$ cat src/rtl/core/svpt_pkg.sv
// Shared types, widths and constants for the space vector PWM timing block.
// Every module of the block imports this package; it depends on nothing else.
package svpt_pkg;

  // Fixed-point fraction bits of the active-vector times.
  localparam int FRAC_BITS = 14;

  // Field widths.
  localparam int HW = 16;  // half period, compare counts
  localparam int UW = 15;  // bus voltage
  localparam int AW = 16;  // alpha/beta inputs

  // Internal widths, most derived from the fraction bits and the field widths.
  localparam int SW   = FRAC_BITS + 1;        // sqrt(3) constant
  localparam int PSW  = FRAC_BITS + 19;       // signed projections
  localparam int PW   = FRAC_BITS + 17;       // projection magnitudes
  localparam int MW   = SW + PW;              // sqrt(3) times projection
  localparam int NW   = MW + HW;              // first dividend
  localparam int DW   = UW + FRAC_BITS + 1;   // first divisor
  localparam int Q1W  = NW - (FRAC_BITS + 1); // raw active times
  localparam int HQW  = HW + FRAC_BITS;       // half period in fixed point
  localparam int SUMW = Q1W + 1;              // sum of raw times
  localparam int PLO  = 24;                   // low slice of a time in the rescale product
  localparam int PHI  = Q1W - PLO;            // high slice
  localparam int PROW = Q1W + HQW;            // rescale dividend
  localparam int Q2W  = HQW;                  // rescaled times
  localparam int CW   = HW + 2;               // compare counts before clamping

  localparam logic [63:0] SQRT3_Q30 = 64'd1859775393;
  localparam logic [SW-1:0] SQRT3_Q =
      SW'((SQRT3_Q30 + (64'd1 << (29 - FRAC_BITS))) >> (30 - FRAC_BITS));

  // Sector codes.
  localparam logic [2:0] SECTOR_ZERO = 3'd0;
  localparam logic [2:0] SECTOR_1    = 3'd1;
  localparam logic [2:0] SECTOR_2    = 3'd2;
  localparam logic [2:0] SECTOR_3    = 3'd3;
  localparam logic [2:0] SECTOR_4    = 3'd4;
  localparam logic [2:0] SECTOR_5    = 3'd5;
  localparam logic [2:0] SECTOR_6    = 3'd6;

  // Register indexes.
  localparam logic REG_HALF_PERIOD = 1'b0;
  localparam logic REG_DC_BUS      = 1'b1;

  typedef struct packed {
    logic signed [AW-1:0] u_alpha;
    logic signed [AW-1:0] u_beta;
  } in_beat_t;

  typedef struct packed {
    logic [HW-1:0] phase_a_compare;
    logic [HW-1:0] phase_b_compare;
    logic [HW-1:0] phase_c_compare;
    logic [2:0]    sector_number;
    logic          overmodulated;
  } out_beat_t;

  // Live configuration; the bus voltage already has zero replaced by one.
  typedef struct packed {
    logic [HW-1:0] half_period;
    logic [UW-1:0] dc_bus;
  } cfg_t;

  typedef struct packed {
    logic          vld;
    logic [2:0]    sec;
    logic [NW-1:0] n1;
    logic [NW-1:0] n2;
  } numer_t;

  typedef struct packed {
    logic           vld;
    logic [2:0]     sec;
    logic [Q1W-1:0] t1;
    logic [Q1W-1:0] t2;
  } times_t;

  typedef struct packed {
    logic           vld;
    logic [2:0]     sec;
    logic           ov;
    logic [Q2W-1:0] t1;
    logic [Q2W-1:0] t2;
  } final_t;

  // Sign code of the three projections to sector number.
  function automatic logic [2:0] sector_of_code(input logic [2:0] code);
    logic [2:0] s;
    case (code)
      3'd1:    s = SECTOR_2;
      3'd2:    s = SECTOR_6;
      3'd3:    s = SECTOR_1;
      3'd4:    s = SECTOR_4;
      3'd5:    s = SECTOR_3;
      3'd6:    s = SECTOR_5;
      default: s = SECTOR_ZERO;
    endcase
    return s;
  endfunction

endpackage

$ cat src/rtl/core/svpt_regs.sv
// APB-style register file holding the half period and the bus voltage.
// Depends on svpt_pkg for the register indexes and the configuration struct.
module svpt_regs import svpt_pkg::*; (
  input  logic        clk_i,
  input  logic        rst_ni,
  input  logic        psel,
  input  logic        penable,
  input  logic        pwrite,
  input  logic [2:0]  paddr,
  input  logic [31:0] pwdata,
  output logic [31:0] prdata,
  output logic        pready,
  output cfg_t        cfg_o
);

  logic [HW-1:0] half_period_q;
  logic [UW-1:0] dc_bus_q;
  logic          wr_en;
  logic          idx;

  assign pready = 1'b1;
  assign idx    = paddr[2];
  assign wr_en  = psel && penable && pwrite && pready;

  // Register writes.
  always_ff @(posedge clk_i or negedge rst_ni) begin
    if (!rst_ni) begin
      half_period_q <= HW'(4000);
      dc_bus_q      <= UW'(12000);
    end else if (wr_en) begin
      case (idx)
        REG_HALF_PERIOD: half_period_q <= pwdata[HW-1:0];
        REG_DC_BUS:      dc_bus_q      <= pwdata[UW-1:0];
        default:         half_period_q <= half_period_q;
      endcase
    end
  end

  // Read data.
  always_comb begin
    case (idx)
      REG_HALF_PERIOD: prdata = {{(32-HW){1'b0}}, half_period_q};
      REG_DC_BUS:      prdata = {{(32-UW){1'b0}}, dc_bus_q};
      default:         prdata = '0;
    endcase
  end

  assign cfg_o.half_period = half_period_q;
  assign cfg_o.dc_bus      = (dc_bus_q == '0) ? UW'(1) : dc_bus_q;

endmodule

$ cat config.mk
export PLATFORM = sky130hd
export DESIGN_NAME = svpt_regs
export DESIGN_NICKNAME = d
export VERILOG_FILES = /design/src/rtl/core/svpt_pkg.sv /design/src/rtl/core/svpt_regs.sv
export SDC_FILE = /design/constraint.sdc
export NUM_CORES = 1
export LEC_CHECK = 0
export CAP_MARGIN = 30
export CORE_ASPECT_RATIO = 0.8
export CORE_MARGIN = 2
export CORE_UTILIZATION = 55
export CTS_CLUSTER_SIZE = 14
export DETAILED_ROUTE_END_ITERATION = 10
export DONT_BUFFER_PORTS = 1
export GPL_ROUTABILITY_DRIVEN = 0
export MAX_ROUTING_LAYER = met4
export PLACE_DENSITY_LB_ADDON = 0.2
export SLEW_MARGIN = 0
export SYNTH_ARGS = -nofsm -noshare
export SYNTH_HDL_FRONTEND = slang
export SYNTH_SLANG_ARGS = --single-unit
$ cat constraint.sdc
create_clock -name clk_i -period 0.9 [get_ports clk_i]
set_input_delay 0 -clock clk_i [delete_from_list [all_inputs] [get_ports clk_i]]
set_output_delay 0 -clock clk_i [all_outputs]
set_load 0.05 [all_outputs]
==> results.toml <==
[run_status]
outcome = "finished with violations"
violations = "setup timing"

[clock_network]
path_clk_slew_ns = 0.07
clk_latency_ns = 0.28
tritoncts = "yes"
clockBufferDepth = 2
root_buffer = "clkbuf_8"
cts_made_buffers = 5
h-tree-depth = 2
cts.sinks = 31

[die]
core_um2 = 2810
io_pins = 104
die_y_um = 53.1
die_w_um = 65.3
die_area_um2 = 3460
rows = 17
initial_core_util_pct = 58.9

[synthesis]
syn_inst = 122
yosys_warnings = 0
synth.largest_area_cell = "dfrtp_1"
synth_edf_count = 0
synth.area.top_cells = "dfrtp_1, mux2_2, dfstp_2"
synth_cell_types = 15
synth_seq_area_share_pct = 47.9
yosys.area.top_type_share_pct = 27.2
syn_area_per_cell_um2 = 13.6
ys_ff_latch = 31
synth_ff_type = "dfrtp_1"
async_flop_share_pct = 100
yosysMostFrequentCell = "mux2_2"
ys_top_cells_by_count = "mux2_2, buf_4, dfrtp_1"
syn_area_um2 = 1650

[placement]
port_buffers = 0
dp_cells = 180
dp_hpwl_mm = 2.40

[grt]
grt_usage_pct = 28.2
antenna_found_initial = 0
grt_remaining_overflow = 0
grt_pass1_vias = 1213
grt_max_degree = 32
grt_pass1_wl_mm = 6.67

[setup_path]
critPathCapture = "cfg_o[0]"
cp_max_fo = 2
reg2reg_slack_ns = -0.25
rr_startpoint = "dc_bus_q[12]$_DFFE_PN0P_"
required_ns = 0.90
start_kind = "register"
end_kind = "output pin"
rr_endpoint = "dc_bus_q[12]$_DFFE_PN0P_"
critPathKind = "reg -> out"
cp-startpoint = "dc_bus_q[8]$_DFFE_PN0P_"
cp.arrival_ns = 1.35
r2r_cells = 4

[sta]
period_minus_slack_ns = 1.35
max_freq_mhz = 739
maxSlewViolCount = 0
worst_slack_ns = -0.453
tns_ns = -9.71
rsz0062_at_grt = "yes"
skew_ns = 0
hold_ws_ns = 0.150
setup_viol = 49
finalHoldViolCount = 0
post-route-period-util_pct = 150

[power]
pwr-share-comb_pct = 57.3
switching_share_pct = 45.8
p_total_uw = 7720
peakVddDrop_mv = 2.17
seqPwrFrac_pct = 28.7
internal_power_uw = 4190
p_leak_uw = 0.00129
p_switching_uw = 3540
pwr_density_cell_nw_per_um2 = 2920
p_clk_share_pct = 14.0

[drt]
route.vias.total = 1165
drt-total-wl_mm = 5.34
drc = 0
drtIter0Drc = 22
antenna_left = 0
post_drt_wl_per_cell_um = 24.7
drtPass1Iterations = 4
avgViaCountPerCell = 5.39

[hold_path]
min_path_type = "in -> async"

[final_layout]
fin_cells = 216
fin_nets = 217
drive_gt1_share_pct = 74.7
syn2layout_area_growth_pct = 59.9
diodes = 0

[flow_run]
cap_viol_max_count = 0
[worst min-delay path by stage]
stage | from | endpoint | slack [ns] | depth (start not counted)
floorplan | rst_ni | dc_bus_q[0]$_DFFE_PN0P_ | -0.30 | 0
global placement | rst_ni | half_period_q[6]$_DFFE_PN0P_ | -0.29 | 0
detailed placement | rst_ni | half_period_q[6]$_DFFE_PN0P_ | -0.29 | 0
CTS | penable | half_period_q[0]$_DFFE_PN0P_ | 0.15 | 3
global route | penable | half_period_q[9]$_DFFE_PN1P_ | 0.15 | 3
finish | rst_ni | half_period_q[6]$_DFFE_PN0P_ | 0.15 | 2
[area by class of cell]
class	instances	area, µm²
Fill cell	64	163
Timing Repair Buffer	68	830
Multi-Input combinational cell	71	882
Clock inverter	1	5.00
Sequential cell	31	805
Tap cell	38	47.5
Clock buffer	7	76.3
[critical path, cell delays in order, from the launching register on]
cell,delay [ns]
dfrtp_1,0.43
nor4_4,0.27
a41o_4,0.36
[per-layer routing]
layer / wire length [µm] / part of all wire (%) / GRT usage [%]
met2: 2840 / 53 / 48.1
met3: 405 / 7.6 / 6.60
met5: 0 / 0 / -
met4: 85 / 1.6 / 12.2
met1: 2010 / 38 / 32.4
[placed cells by master, fill, tap and decap left out, types with 2 or more instances in the layout]
| cell type | synthesis | routed |
|---|---|---|
| buf_12 | 0 | 5 |
| buf_6 | 2 | 27 |
| mux2_4 | 10 | 43 |
| clkbuf_8 | 0 | 5 |
| dfrtp_1 | 18 | 8 |
| conb_1 | 2 | 17 |
| mux2_2 | 36 | 3 |
| clkbuf_1 | 14 | 2 |
| nor4_4 | 0 | 2 |
| buf_4 | 18 | 4 |
| dfrtp_2 | 0 | 10 |
| dfstp_2 | 13 | 13 |
| dlygate4sd3_1 | 0 | 17 |
| buf_8 | 0 | 15 |
[power groups by stage]
| stage | clock (µW) | sequential, µW | combinational, µW |
|---|---|---|---|
| after global routing | 1170 | 2250 | 4540 |
| after CTS | 1040 | 2120 | 4100 |
| after detailed placement | 0 | 2050 | 3460 |
| final | 1080 | 2220 | 4430 |
| after floorplan | 0 | 2630 | 2240 |
| after global placement | 0 | 2030 | 3430 |
[sequential cells by signal (all words and copies together), names as in the netlist]
name           count
dc_bus_q          15
half_period_q     16
[per-stage QoR]
step | area [µm²] | setup slack (ns) | util, %
global route | 2650 | -0.487 | 94.2
global placement | 1980 | -0.212 | 70.4
CTS | 2530 | -0.473 | 90.1
finish | 2650 | -0.453 | 94.2
floorplan | 1830 | -0.0969 | -
detailed placement | 1980 | -0.216 | 70.4
[what timing repair did]
action | 4_1_cts | 5_1_grt
gates resized for setup | 62 | 19
setup endpoints to repair | 44 | 55
endpoints found under the hold margin | 62 | 0
hold buffers | 18 | 0
pin swaps | 1 | 3
buffers inserted | 5 | 7
[cells by family after synthesis]
group,synth area share (%)
flip-flops,47.9
other,0.454
buffers and inverters,13.0
AND/OR/NAND/NOR,4.46
AO/OA/AOI/OAI,0.605
multiplexers,33.6
(Power assumes the default switching activity.)
